--- config.mk ---
export PLATFORM = sky130hd
export DESIGN_NAME = sorted_timer_queue
export DESIGN_NICKNAME = d
export VERILOG_FILES = /design/src/hdl/stq_pkg.sv /design/src/hdl/sorted_timer_queue.sv /design/src/hdl/stq_ctrl.sv /design/src/hdl/stq_dp.sv
export SDC_FILE = /design/constraint.sdc
export NUM_CORES = 2
export LEC_CHECK = 0
export ABC_AREA = 1
export BUFFER_PORTS_ARGS = -buffer_cell sky130_fd_sc_hd__buf_4
export CELL_PAD_IN_SITES_DETAIL_PLACEMENT = 0
export CELL_PAD_IN_SITES_GLOBAL_PLACEMENT = 1
export CORE_MARGIN = 2
export CORE_UTILIZATION = 40
export DETAILED_ROUTE_END_ITERATION = 10
export HOLD_SLACK_MARGIN = 0.12
export PLACE_DENSITY_LB_ADDON = 0.1
export RECOVER_POWER = 25
export SYNTH_ARGS = -nofsm -noshare
export SYNTH_HDL_FRONTEND = slang
export SYNTH_HIERARCHICAL = 1
export SYNTH_SLANG_ARGS = --single-unit
--- constraint.sdc ---
create_clock -name clk -period 8.81 [get_ports clk]
set_clock_uncertainty 0.2 [all_clocks]
set_input_delay 0.4405 -clock clk [delete_from_list [all_inputs] [get_ports clk]]
set_output_delay 0.4405 -clock clk [all_outputs]
set_load 0.01 [all_outputs]
--- src/hdl/stq_pkg.sv ---
`default_nettype none

package stq_pkg;

	localparam int CMD_W  = 2;
	localparam int ID_W   = 16;
	localparam int TIME_W = 63;
	localparam int KIND_W = 3;

	localparam logic [CMD_W-1:0] CMD_ADD    = 2'd0;
	localparam logic [CMD_W-1:0] CMD_CANCEL = 2'd1;
	localparam logic [CMD_W-1:0] CMD_EXPIRE = 2'd2;
	localparam logic [CMD_W-1:0] CMD_UNUSED = 2'd3;

	localparam logic [KIND_W-1:0] KIND_ADDED    = 3'd0;
	localparam logic [KIND_W-1:0] KIND_CANCEL   = 3'd1;
	localparam logic [KIND_W-1:0] KIND_EXPIRED  = 3'd2;
	localparam logic [KIND_W-1:0] KIND_NONE_DUE = 3'd3;
	localparam logic [KIND_W-1:0] KIND_FULL     = 3'd4;
	localparam logic [KIND_W-1:0] KIND_DUP      = 3'd5;

	typedef enum logic [1:0] {
		ST_IDLE,
		ST_SCAN,
		ST_DRAIN,
		ST_EMIT
	} stq_state_t;

	typedef struct packed {
		logic load;
		logic clr;
		logic rd;
		logic emit;
	} stq_cmd_t;

	typedef struct packed {
		logic scan_end;
		logic out_free;
		logic more;
	} stq_stat_t;

endpackage

`default_nettype wire

--- src/hdl/sorted_timer_queue.sv ---
// Channel  Handshake            Word
// in       in_valid/in_ready    command, timer_id, when_time
// out      out_valid/out_ready  kind, earliest_changed, found, expired_id,
//                               expired_time, next_valid, next_expiry, last
//
// Each command scans the table one entry a cycle through the slot memory read
// port, then loads its result into the output register. Expire runs one full
// scan per reported timer, rescanning while due timers remain. Command 3 is
// accepted and dropped. Reset clears all slot valid bits at once; no
// clearing pass. A new word is taken while the last result still waits in
// the output register; a stalled output holds the scan before its next
// result.
`default_nettype none

module sorted_timer_queue #(
	parameter int TABLE_DEPTH = 16,
	parameter int ID_BITS     = 16
) (
	input  wire                           clk,
	input  wire                           arst_n,
	input  wire                           in_valid,
	output logic                          in_ready,
	input  wire  [stq_pkg::CMD_W-1:0]     command,
	input  wire  [stq_pkg::ID_W-1:0]      timer_id,
	input  wire  [stq_pkg::TIME_W-1:0]    when_time,
	output logic                          out_valid,
	input  wire                           out_ready,
	output logic [stq_pkg::KIND_W-1:0]    kind,
	output logic                          earliest_changed,
	output logic                          found,
	output logic [stq_pkg::ID_W-1:0]      expired_id,
	output logic [stq_pkg::TIME_W-1:0]    expired_time,
	output logic                          next_valid,
	output logic [stq_pkg::TIME_W-1:0]    next_expiry,
	output logic                          last
);
	import stq_pkg::*;

	stq_cmd_t  cmd;
	stq_stat_t stat;

	stq_ctrl u_ctrl (
		.clk      (clk),
		.arst_n   (arst_n),
		.in_valid (in_valid),
		.in_ready (in_ready),
		.command  (command),
		.stat     (stat),
		.cmd      (cmd)
	);

	stq_dp #(
		.TABLE_DEPTH (TABLE_DEPTH),
		.ID_BITS     (ID_BITS)
	) u_dp (
		.clk              (clk),
		.arst_n           (arst_n),
		.cmd              (cmd),
		.stat             (stat),
		.command          (command),
		.timer_id         (timer_id),
		.when_time        (when_time),
		.out_valid        (out_valid),
		.out_ready        (out_ready),
		.kind             (kind),
		.earliest_changed (earliest_changed),
		.found            (found),
		.expired_id       (expired_id),
		.expired_time     (expired_time),
		.next_valid       (next_valid),
		.next_expiry      (next_expiry),
		.last             (last)
	);

	a_emit_free: assert property (@(posedge clk) disable iff (!arst_n)
		cmd.emit |-> stat.out_free)
		else $error("result loaded over a pending word");

	a_emit_shows: assert property (@(posedge clk) disable iff (!arst_n)
		cmd.emit |=> out_valid)
		else $error("loaded result not presented");

	a_no_accept_scan: assert property (@(posedge clk) disable iff (!arst_n)
		cmd.rd |-> !in_ready)
		else $error("input ready during scan");

	a_kind_range: assert property (@(posedge clk) disable iff (!arst_n)
		out_valid |-> (kind <= KIND_DUP))
		else $error("result kind out of range");

endmodule

`default_nettype wire

--- src/hdl/stq_ctrl.sv ---
`default_nettype none

module stq_ctrl (
	input  wire                          clk,
	input  wire                          arst_n,
	input  wire                          in_valid,
	output logic                         in_ready,
	input  wire  [stq_pkg::CMD_W-1:0]    command,
	input  wire  stq_pkg::stq_stat_t     stat,
	output stq_pkg::stq_cmd_t            cmd
);
	import stq_pkg::*;

	stq_state_t state_q;
	stq_state_t state_d;

	always_ff @(posedge clk or negedge arst_n) begin
		if (!arst_n) begin
			state_q <= ST_IDLE;
		end else begin
			state_q <= state_d;
		end
	end

	always_comb begin
		state_d = state_q;
		case (state_q)
			ST_IDLE: begin
				if (in_valid && command != CMD_UNUSED) begin
					state_d = ST_SCAN;
				end
			end
			ST_SCAN: begin
				if (stat.scan_end) begin
					state_d = ST_DRAIN;
				end
			end
			ST_DRAIN: begin
				state_d = ST_EMIT;
			end
			ST_EMIT: begin
				if (stat.out_free) begin
					state_d = stat.more ? ST_SCAN : ST_IDLE;
				end
			end
			default: begin
				state_d = ST_IDLE;
			end
		endcase
	end

	always_comb begin
		in_ready = 1'b0;
		cmd      = '0;
		case (state_q)
			ST_IDLE: begin
				in_ready = 1'b1;
				if (in_valid && command != CMD_UNUSED) begin
					cmd.load = 1'b1;
					cmd.clr  = 1'b1;
				end
			end
			ST_SCAN: begin
				cmd.rd = 1'b1;
			end
			ST_DRAIN: begin
			end
			ST_EMIT: begin
				if (stat.out_free) begin
					cmd.emit = 1'b1;
					cmd.clr  = stat.more;
				end
			end
			default: begin
			end
		endcase
	end

endmodule

`default_nettype wire

--- src/hdl/stq_dp.sv ---
`default_nettype none

module stq_dp #(
	parameter int TABLE_DEPTH = 16,
	parameter int ID_BITS     = 16
) (
	input  wire                           clk,
	input  wire                           arst_n,
	input  wire  stq_pkg::stq_cmd_t       cmd,
	output stq_pkg::stq_stat_t            stat,
	input  wire  [stq_pkg::CMD_W-1:0]     command,
	input  wire  [stq_pkg::ID_W-1:0]      timer_id,
	input  wire  [stq_pkg::TIME_W-1:0]    when_time,
	output logic                          out_valid,
	input  wire                           out_ready,
	output logic [stq_pkg::KIND_W-1:0]    kind,
	output logic                          earliest_changed,
	output logic                          found,
	output logic [stq_pkg::ID_W-1:0]      expired_id,
	output logic [stq_pkg::TIME_W-1:0]    expired_time,
	output logic                          next_valid,
	output logic [stq_pkg::TIME_W-1:0]    next_expiry,
	output logic                          last
);
	import stq_pkg::*;

	localparam int IdxW = $clog2(TABLE_DEPTH);
	localparam int CntW = $clog2(TABLE_DEPTH + 1);
	localparam int IdW  = (ID_BITS < ID_W) ? ID_BITS : ID_W;

	// table storage
	logic [TIME_W-1:0]      mem_time [TABLE_DEPTH];
	logic [IdW-1:0]         mem_id   [TABLE_DEPTH];
	logic [TABLE_DEPTH-1:0] valid_q;

	// latched word
	logic [CMD_W-1:0]  cmd_q;
	logic [IdW-1:0]    id_q;
	logic [TIME_W-1:0] time_q;

	// scan pipeline
	logic [IdxW-1:0]   rd_ptr_q;
	logic              vld_s1;
	logic [IdxW-1:0]   idx_s1;
	logic [TIME_W-1:0] rd_time_s1;
	logic [IdW-1:0]    rd_id_s1;

	// scan results
	logic              dup_q;
	logic [IdxW-1:0]   hit_idx_q;
	logic              free_found_q;
	logic [IdxW-1:0]   free_idx_q;
	logic              min_any_q;
	logic [TIME_W-1:0] min_q;
	logic              pick_found_q;
	logic [IdxW-1:0]   pick_idx_q;
	logic [TIME_W-1:0] pick_time_q;
	logic [IdW-1:0]    pick_id_q;
	logic [CntW-1:0]   due_cnt_q;

	logic out_valid_q;

	logic e_valid, id_hit, due, counts, pick_better;
	logic is_add, is_cancel, is_expire, add_ok;

	assign is_add    = (cmd_q == CMD_ADD);
	assign is_cancel = (cmd_q == CMD_CANCEL);
	assign is_expire = (cmd_q == CMD_EXPIRE);
	assign add_ok    = is_add && !dup_q && free_found_q;

	assign e_valid = valid_q[idx_s1];
	assign id_hit  = e_valid && (rd_id_s1 == id_q);
	assign due     = e_valid && is_expire && (rd_time_s1 <= time_q);
	assign counts  = e_valid && !(is_cancel && id_hit) && !due;
	assign pick_better = !pick_found_q || (rd_time_s1 < pick_time_q) ||
		((rd_time_s1 == pick_time_q) && (rd_id_s1 < pick_id_q));

	assign stat.scan_end = (rd_ptr_q == IdxW'(TABLE_DEPTH - 1));
	assign stat.out_free = !out_valid_q || out_ready;
	assign stat.more     = is_expire && pick_found_q && (due_cnt_q > CntW'(1));

	always_ff @(posedge clk) begin
		if (cmd.load) begin
			cmd_q  <= command;
			id_q   <= timer_id[IdW-1:0];
			time_q <= when_time;
		end
	end

	always_ff @(posedge clk) begin
		rd_time_s1 <= mem_time[rd_ptr_q];
		rd_id_s1   <= mem_id[rd_ptr_q];
		idx_s1     <= rd_ptr_q;
		if (cmd.emit && add_ok) begin
			mem_time[free_idx_q] <= time_q;
			mem_id[free_idx_q]   <= id_q;
		end
	end

	always_ff @(posedge clk or negedge arst_n) begin
		if (!arst_n) begin
			valid_q     <= '0;
			vld_s1      <= 1'b0;
			rd_ptr_q    <= '0;
			out_valid_q <= 1'b0;
		end else begin
			vld_s1 <= cmd.rd;
			if (cmd.clr) begin
				rd_ptr_q <= '0;
			end else if (cmd.rd) begin
				rd_ptr_q <= rd_ptr_q + IdxW'(1);
			end
			if (cmd.emit) begin
				if (add_ok) begin
					valid_q[free_idx_q] <= 1'b1;
				end
				if (is_cancel && dup_q) begin
					valid_q[hit_idx_q] <= 1'b0;
				end
				if (is_expire && pick_found_q) begin
					valid_q[pick_idx_q] <= 1'b0;
				end
			end
			if (cmd.emit) begin
				out_valid_q <= 1'b1;
			end else if (out_ready) begin
				out_valid_q <= 1'b0;
			end
		end
	end

	always_ff @(posedge clk) begin
		if (cmd.clr) begin
			dup_q        <= 1'b0;
			free_found_q <= 1'b0;
			min_any_q    <= 1'b0;
			pick_found_q <= 1'b0;
			due_cnt_q    <= '0;
		end else if (vld_s1) begin
			if (id_hit) begin
				dup_q     <= 1'b1;
				hit_idx_q <= idx_s1;
			end
			if (!e_valid && !free_found_q) begin
				free_found_q <= 1'b1;
				free_idx_q   <= idx_s1;
			end
			if (counts && (!min_any_q || rd_time_s1 < min_q)) begin
				min_any_q <= 1'b1;
				min_q     <= rd_time_s1;
			end
			if (due) begin
				due_cnt_q <= due_cnt_q + CntW'(1);
				if (pick_better) begin
					pick_found_q <= 1'b1;
					pick_idx_q   <= idx_s1;
					pick_time_q  <= rd_time_s1;
					pick_id_q    <= rd_id_s1;
				end
			end
		end
	end

	// result word
	logic [KIND_W-1:0] kind_d;
	logic              ec_d, found_d, nv_d, last_d;
	logic [ID_W-1:0]   eid_d;
	logic [TIME_W-1:0] etime_d, nx_d;

	always_comb begin
		kind_d  = KIND_NONE_DUE;
		ec_d    = 1'b0;
		found_d = 1'b0;
		eid_d   = '0;
		etime_d = '0;
		nv_d    = min_any_q;
		nx_d    = min_any_q ? min_q : '0;
		last_d  = 1'b1;
		case (cmd_q)
			CMD_ADD: begin
				if (dup_q) begin
					kind_d = KIND_DUP;
				end else if (!free_found_q) begin
					kind_d = KIND_FULL;
				end else begin
					kind_d = KIND_ADDED;
					ec_d   = !min_any_q || (time_q < min_q);
					nv_d   = 1'b1;
					nx_d   = ec_d ? time_q : min_q;
				end
			end
			CMD_CANCEL: begin
				kind_d  = KIND_CANCEL;
				found_d = dup_q;
			end
			CMD_EXPIRE: begin
				if (pick_found_q) begin
					kind_d  = KIND_EXPIRED;
					eid_d   = ID_W'(pick_id_q);
					etime_d = pick_time_q;
					last_d  = !(due_cnt_q > CntW'(1));
				end
			end
			default: begin
			end
		endcase
	end

	always_ff @(posedge clk) begin
		if (cmd.emit) begin
			kind             <= kind_d;
			earliest_changed <= ec_d;
			found            <= found_d;
			expired_id       <= eid_d;
			expired_time     <= etime_d;
			next_valid       <= nv_d;
			next_expiry      <= nx_d;
			last             <= last_d;
		end
	end

	assign out_valid = out_valid_q;

endmodule

`default_nettype wire

# --- Word-level counts from Yosys, hierarchy flattened ---
# Memories as Yosys holds them, arrays and structs flattened. A register that Yosys moved wholly into a read port is not among the register bits.
# Index checks and enable logic that the tools add are counted.
word_totals:
  out_inout_bits: 151
  romBits: 0
  word_cells: 158
  memories: 2
  ramBits: 1264
  reg_bits: 421
  latch_bits: 0
mem_list:
  columns: ["name", "depth", "word_bits", "read_ports", "rd_ports_with_merged_regs", "wr", "line_no", "rtl"]
  rows:
  - ["u_dp.mem_time", 16, 63, 1, 1, 1, "stq_dp.sv:32", "logic [TIME_W-1:0] mem_time [TABLE_DEPTH];"]
  - ["u_dp.mem_id", 16, 16, 1, 1, 1, "stq_dp.sv:33", "logic [IdW-1:0] mem_id [TABLE_DEPTH];"]
classes:
  n_addsub: 2
  shift: 0
  bitwise_logic: 8
  eq_ne: 12
  reduce_logical: 49
  order_cmp: 13
  n_mux: 44
  div_mod_pow: 0
  multipliers: 0
ops:
  columns: ["cell", "count"]
  rows:
  - ["63-bit 2-to-1 mux", 5]
  - ["63-bit < comparator", 3]
  - ["16-bit 2-to-1 mux", 5]
  - ["63-bit == test", 1]
  - ["63-bit <= comparator", 1]
  - ["16-bit bitwise AND", 2]
  - ["16-bit NOT", 2]
  - ["4-bit by 5-bit < comparator with 1-bit output (second input constant)", 4]
  - ["1-bit logical AND", 19]
  - ["1-bit 2-to-1 mux", 19]
  - ["16-bit == test", 1]
  - ["16-bit < comparator", 1]
  - ["16-bit bitwise OR", 1]
  - ["3-bit AND reduction", 5]
  - ["1-bit demux with 4-bit select", 3]
  - ["4-bit by 1-bit >= comparator with 1-bit output (second input constant)", 3]
  - ["2-bit AND reduction", 5]
  - ["1-bit logical NOT", 9]
  - ["3-bit case mux with 3 select lines", 1]
  - ["2-bit 2-to-1 mux", 4]
  - ["4-bit 2-to-1 mux", 2]
  - ["2-bit case mux with 4 select lines", 1]
  - ["2-bit == test (second input constant)", 3]
  - ["3-bit 2-to-1 mux", 2]
  - ["other kinds (15)", 26]

# --- Longest topological paths before layout ---
depth:
  depth_word: 12
  depth_mapped: 18
  ltp_nobuf: 18

# --- Modules after synthesis ---
# The synthesis kept the hierarchy.
modules_own_cells:
  columns: ["mod", "seq_area_each_um2", "area_per_inst_um2", "instances", "cells_per_inst"]
  rows:
  - ["stq_dp", 51879.8, 72547.1, 1, 5605]
  - ["stq_ctrl", 50.0, 221.5, 1, 34]

# --- Worst setup path before layout ---
# OpenSTA, ideal clock, no wires.
synth_timing:
  kind: "flip-flop to flip-flop"
  from: "register u_ctrl.state_q[0]"
  to: "memory u_dp/mem_id[5][0] (netlist bit), enable pin"
  stages_incl_launch_ff: 8
  t_arrival_ns: 6.370
  required_ns: 8.091
  setup_ns: 0.519
  setup_slack_ns: 1.722
  synth_period_minus_slack_ns: 7.088
  cell_sequence: "dfrtp_1 ha_1 nand2_1 inv_2 inv_1 nor2_1 nand3_1 nor2_1"
synth_lines:
  columns: ["element", "line_no", "rtl"]
  rows:
  - ["start, declared", "stq_ctrl.sv:14", "stq_state_t state_q;"]
  - ["start signal, assigned", "stq_ctrl.sv:21", "state_q <= state_d;"]
  - ["end, declared", "stq_dp.sv:33", null]

# --- Final worst setup path ---
layout_timing:
  from: "register u_dp.time_q[38]"
  to: "register u_dp.pick_time_q[25], enable pin"
layout_between:
  elab_chain_len: 3
layout_rtl:
  columns: ["element", "line_no", "rtl"]
  rows:
  - ["start, declared", "stq_dp.sv:39", "logic [TIME_W-1:0] time_q;"]
  - ["start signal, assigned", "stq_dp.sv:86", "time_q <= when_time;"]
  - ["63-bit <= comparator", "stq_dp.sv:73", "assign due = e_valid && is_expire && (rd_time_s1 <= time_q);"]
  - ["1-bit logical AND", "stq_dp.sv:73", null]
  - ["4-bit AND reduction (no source line)", null, null]
  - ["end signal, assigned", "stq_dp.sv:157", "pick_time_q <= rd_time_s1;"]
  - ["end, declared", "stq_dp.sv:57", "logic [TIME_W-1:0] pick_time_q;"]
# No other way between the ends.
# A chain may end at the register's enable or synchronous reset.

==> run summary <==
number of clock buffers inserted by TritonCTS = 188
area of the mapped netlist = 0.0728 sq mm
number of DRC violations after detailed-routing iteration 0 = 4,316
maximum net fanout on the critical path = 64
Setup crit start kind = flip-flop
mean instance size in the synthesized netlist = 12.9 sq um
DR WL/cell = 26.1 um
share of the synthesized area in the top cell type = 68.0%
largest stage delay on the critical path = 760 ps
library cell with the highest instance count after synthesis = edfxtp_1
PostCTS Resize Cnt = 0
worst min-delay path category = in2reg
time the worst path needs with I/O delays and setup = 5070 ps
Reg2Reg Depth = 14
worst-path cell chain = clkbuf_1 > inv_1 > ha_1 > a21o_1 > nor2_1 > nand2_1 > nand2_1 > nand2_1 > a21oi_1 > nand2_1 > nand2_1 > nand3_1 > a21oi_4 > buf_12
violated checks = capacitance limit, slew limit
end of the worst register-to-register path = u_dp/pick_time_q[25]
global-route met2 utilization = 39.2%
antenna viol nets, final = 0
Max rail drop VDD = 0.000265 V
global routing met3 resource utilization = 3.36%
CTS tree = built
Yosys top cell by area = edfxtp_1
slowest stage cell on the critical path = a21oi_4
detailed placement HPWL = 121,000 um
Max Slew Vio Count = 25
wire length of the first global-routing pass = 319,000 um
io pins = 236
CP required = 9070 ps
Ys Warns = 6
Crit Path Category = reg2reg
share of synthesized area occupied by flip-flops and latches = 71.4%
Critical Path Start = u_dp/time_q[38]
clock input transition at the sequential cells of the worst setup and hold paths = 60 ps
count of flip-flops with a built-in enable after synthesis = 1,648
worst-case headroom to the max-slew limit = -7.26%
portion of the clock cycle consumed by the worst path in the final layout = 57.5%
clock tree root driver cell = clkbuf_16
Most Crowded Layer GR = met2
Post-Synthesis Cells = 5,639
power per cell area = 319 mW/mm^2
number of distinct library cells after synthesis = 47
worst-case setup margin in the final layout = 3740 ps
final net count = 6,337
share of flip-flops with an asynchronous set or reset = 1.36%
cells taking the most area after synthesis = edfxtp_1, ha_1, o21ai_0
pin count of the biggest net entering global routing = 231
share of final-layout standard cells stronger than drive strength 1 = 10.5%
effective utilization at floorplan = 40.3%
global-route track usage on met1 = 32.3%
total core area = 0.181 sq mm
maximum clock rate = 197 MHz
number of clock sinks seen by CTS = 1,764
count of port buffers added during placement = 235
wire length reported by the detailed router = 223,000 um
actual slew at the worst max-slew pin = 1610 ps
CTS Hold Bufs = 153
via count = 46,600
total nets after synthesis = 5,996
result of the run = finished, violations left
startpoint of the most critical register-to-register path = u_dp/time_q[38]
max cap viols = 1
RSZ-0062 raised after global routing = no
global-route congestion overflow total = 0
Post CTS Setup Buffer Count = 0
Critical Path Sink = u_dp/pick_time_q[25]
Chip Height = 431 um
worst setup slack before clock tree synthesis = 3820 ps
library cell appearing most often on the critical path = nand2_1
routability congestion estimate from global placement = 0.801
setup-violating endpoint count in the final report = 0
num rows = 156
layout-stage area growth over the synthesis result = 16.3%
leakage power total = 30.0 nW
H-tree depth = 4
Die Area = 0.185 sq mm
GRT Resource Usage Total = 23.6%
kind of capture point of the worst setup path = flip-flop
leading post-synthesis cells by instance count = edfxtp_1, nor2_1, o21ai_0
die width = 431 um
most used flip-flop cell after synthesis = edfxtp_1
internal reg-to-reg setup slack = 3740 ps
Clock Latency Late Sink = 840 ps
setup tns final = 0 ps
antenna violations before repair = 3
final hold violation count = 0
maximum count of clock buffers along a single path = 3
TritonRoute pass-1 iters = 5
arrival time of the worst setup path = 5320 ps
residual DRC count = 0
flops & latches, synth = 1,764
via/cell ratio = 5.47
vias in the first global route = 45,500
-- cells by family (layout without fill, tap and decap cells) --
logic type	Yosys count	in the layout	synth area share, %
AO/OA/AOI/OAI	1278	1278	10.6
XOR/XNOR	16	16	0.193
adder cells (fa/ha/maj)	272	272	4.68
buffers and inverters	657	1165	3.63
flip-flops	1764	1764	71.4
other	0	2	0
AND/OR/NAND/NOR	1652	1652	9.58
-- layout by cell type, fill, tap and decap left out, types with 8 or more instances in the layout --
| cell | count |
|---|---|
| edfxtp_1 | 1648 |
| nor2_1 | 794 |
| o21ai_0 | 651 |
| nand2_1 | 468 |
| inv_1 | 333 |
| ha_1 | 272 |
| nand3_1 | 246 |
| buf_4 | 241 |
| o221ai_1 | 237 |
| clkbuf_16 | 190 |
| dlygate4sd3_1 | 152 |
| a21oi_1 | 135 |
| o22ai_1 | 96 |
| dfxtp_1 | 91 |
| o211ai_1 | 88 |
| clkbuf_1 | 81 |
| nand4_1 | 51 |
| o21ai_1 | 46 |
| clkbuf_4 | 45 |
| nand3_2 | 36 |
| clkinv_2 | 25 |
| clkinv_1 | 25 |
| clkbuf_8 | 25 |
| dfrtp_1 | 20 |
| nor2_4 | 18 |
| nor3_1 | 15 |
| bufinv_16 | 12 |
| xor2_1 | 9 |
| buf_12 | 9 |
| nor4_1 | 8 |
-- area by class of cell --
cell class,instances,area (sq um)
Antenna cell,2,5.00
Clock buffer,278,5340
Clock inverter,79,786
Fill cell,16200,96100
Inverter,343,1340
Multi-Input combinational cell,3218,18300
Sequential cell,1764,51900
Tap cell,2370,2970
Timing Repair Buffer,465,3920
-- state kept, by name, indices dropped and copies added, names as in the netlist, 5 cells and up --
register and cells:
u_dp/min_q 63, u_dp/pick_time_q 63, u_dp/rd_time_s1 63, u_dp/expired_id 16
u_dp/time_q 63, u_dp/id_q 16, u_dp/mem_time 1008, u_dp/next_expiry 63
u_dp/pick_id_q 16, u_dp/rd_id_s1 16, u_dp/valid_q 16, u_dp/mem_id 256
u_dp/expired_time 63, u_dp/due_cnt_q 5
-- power by group --
part	internal [W]	switching [W]	leakage (nW)
combinational	0.00239	0.00543	11.1
sequential	0.0103	0.00104	16.0
clock	0.00455	0.00330	2.99
total	0.0172	0.00978	30.0
-- worst max-delay path: cells and delay by family (launching register included) --
family | cells | cell delay (ps)
adders and majority gates | 1 | 350
AOI/OAI and AO/OA | 3 | 1460
DFF | 1 | 320
and+or+nand+nor | 7 | 1030
buffers and inverters | 3 | 1180
-- metal layers --
layer	vias to the layer above	share of wire [%]
li1	21500	-
met2	1198	48
met1	23600	44
met5	-	0
met4	0	2.7
met3	293	4.6
-- through the flow --
stage / cells / hold slack [ps] / power [W] / instance area [sq um] / utilization, %
2_1_floorplan: 5639 / -55.1 / 0.0161 / 72800 / -
3_3_place_gp: 8007 / 179 / 0.0192 / 77100 / 42.6
3_5_place_dp: 8007 / 185 / 0.0193 / 77100 / 42.6
4_1_cts: 8517 / 121 / 0.0272 / 84700 / 46.9
5_1_grt: 8517 / 186 / 0.0284 / 84600 / 46.8
6_report: 8519 / 193 / 0.0270 / 84600 / 46.8
-- worst min-delay path by stage --
stage	end	depth (start not counted)	startpoint
floorplan	u_ctrl/state_q[0]	0	arst_n
global placement	u_dp/out_valid	1	arst_n
detailed placement	u_dp/out_valid	1	arst_n
CTS	u_dp/time_q[39]	2	when_time[39]
global route	u_dp/time_q[54]	2	when_time[54]
finish	u_dp/time_q[54]	2	when_time[54]
Note: power is estimated with default switching activity, not from simulation.
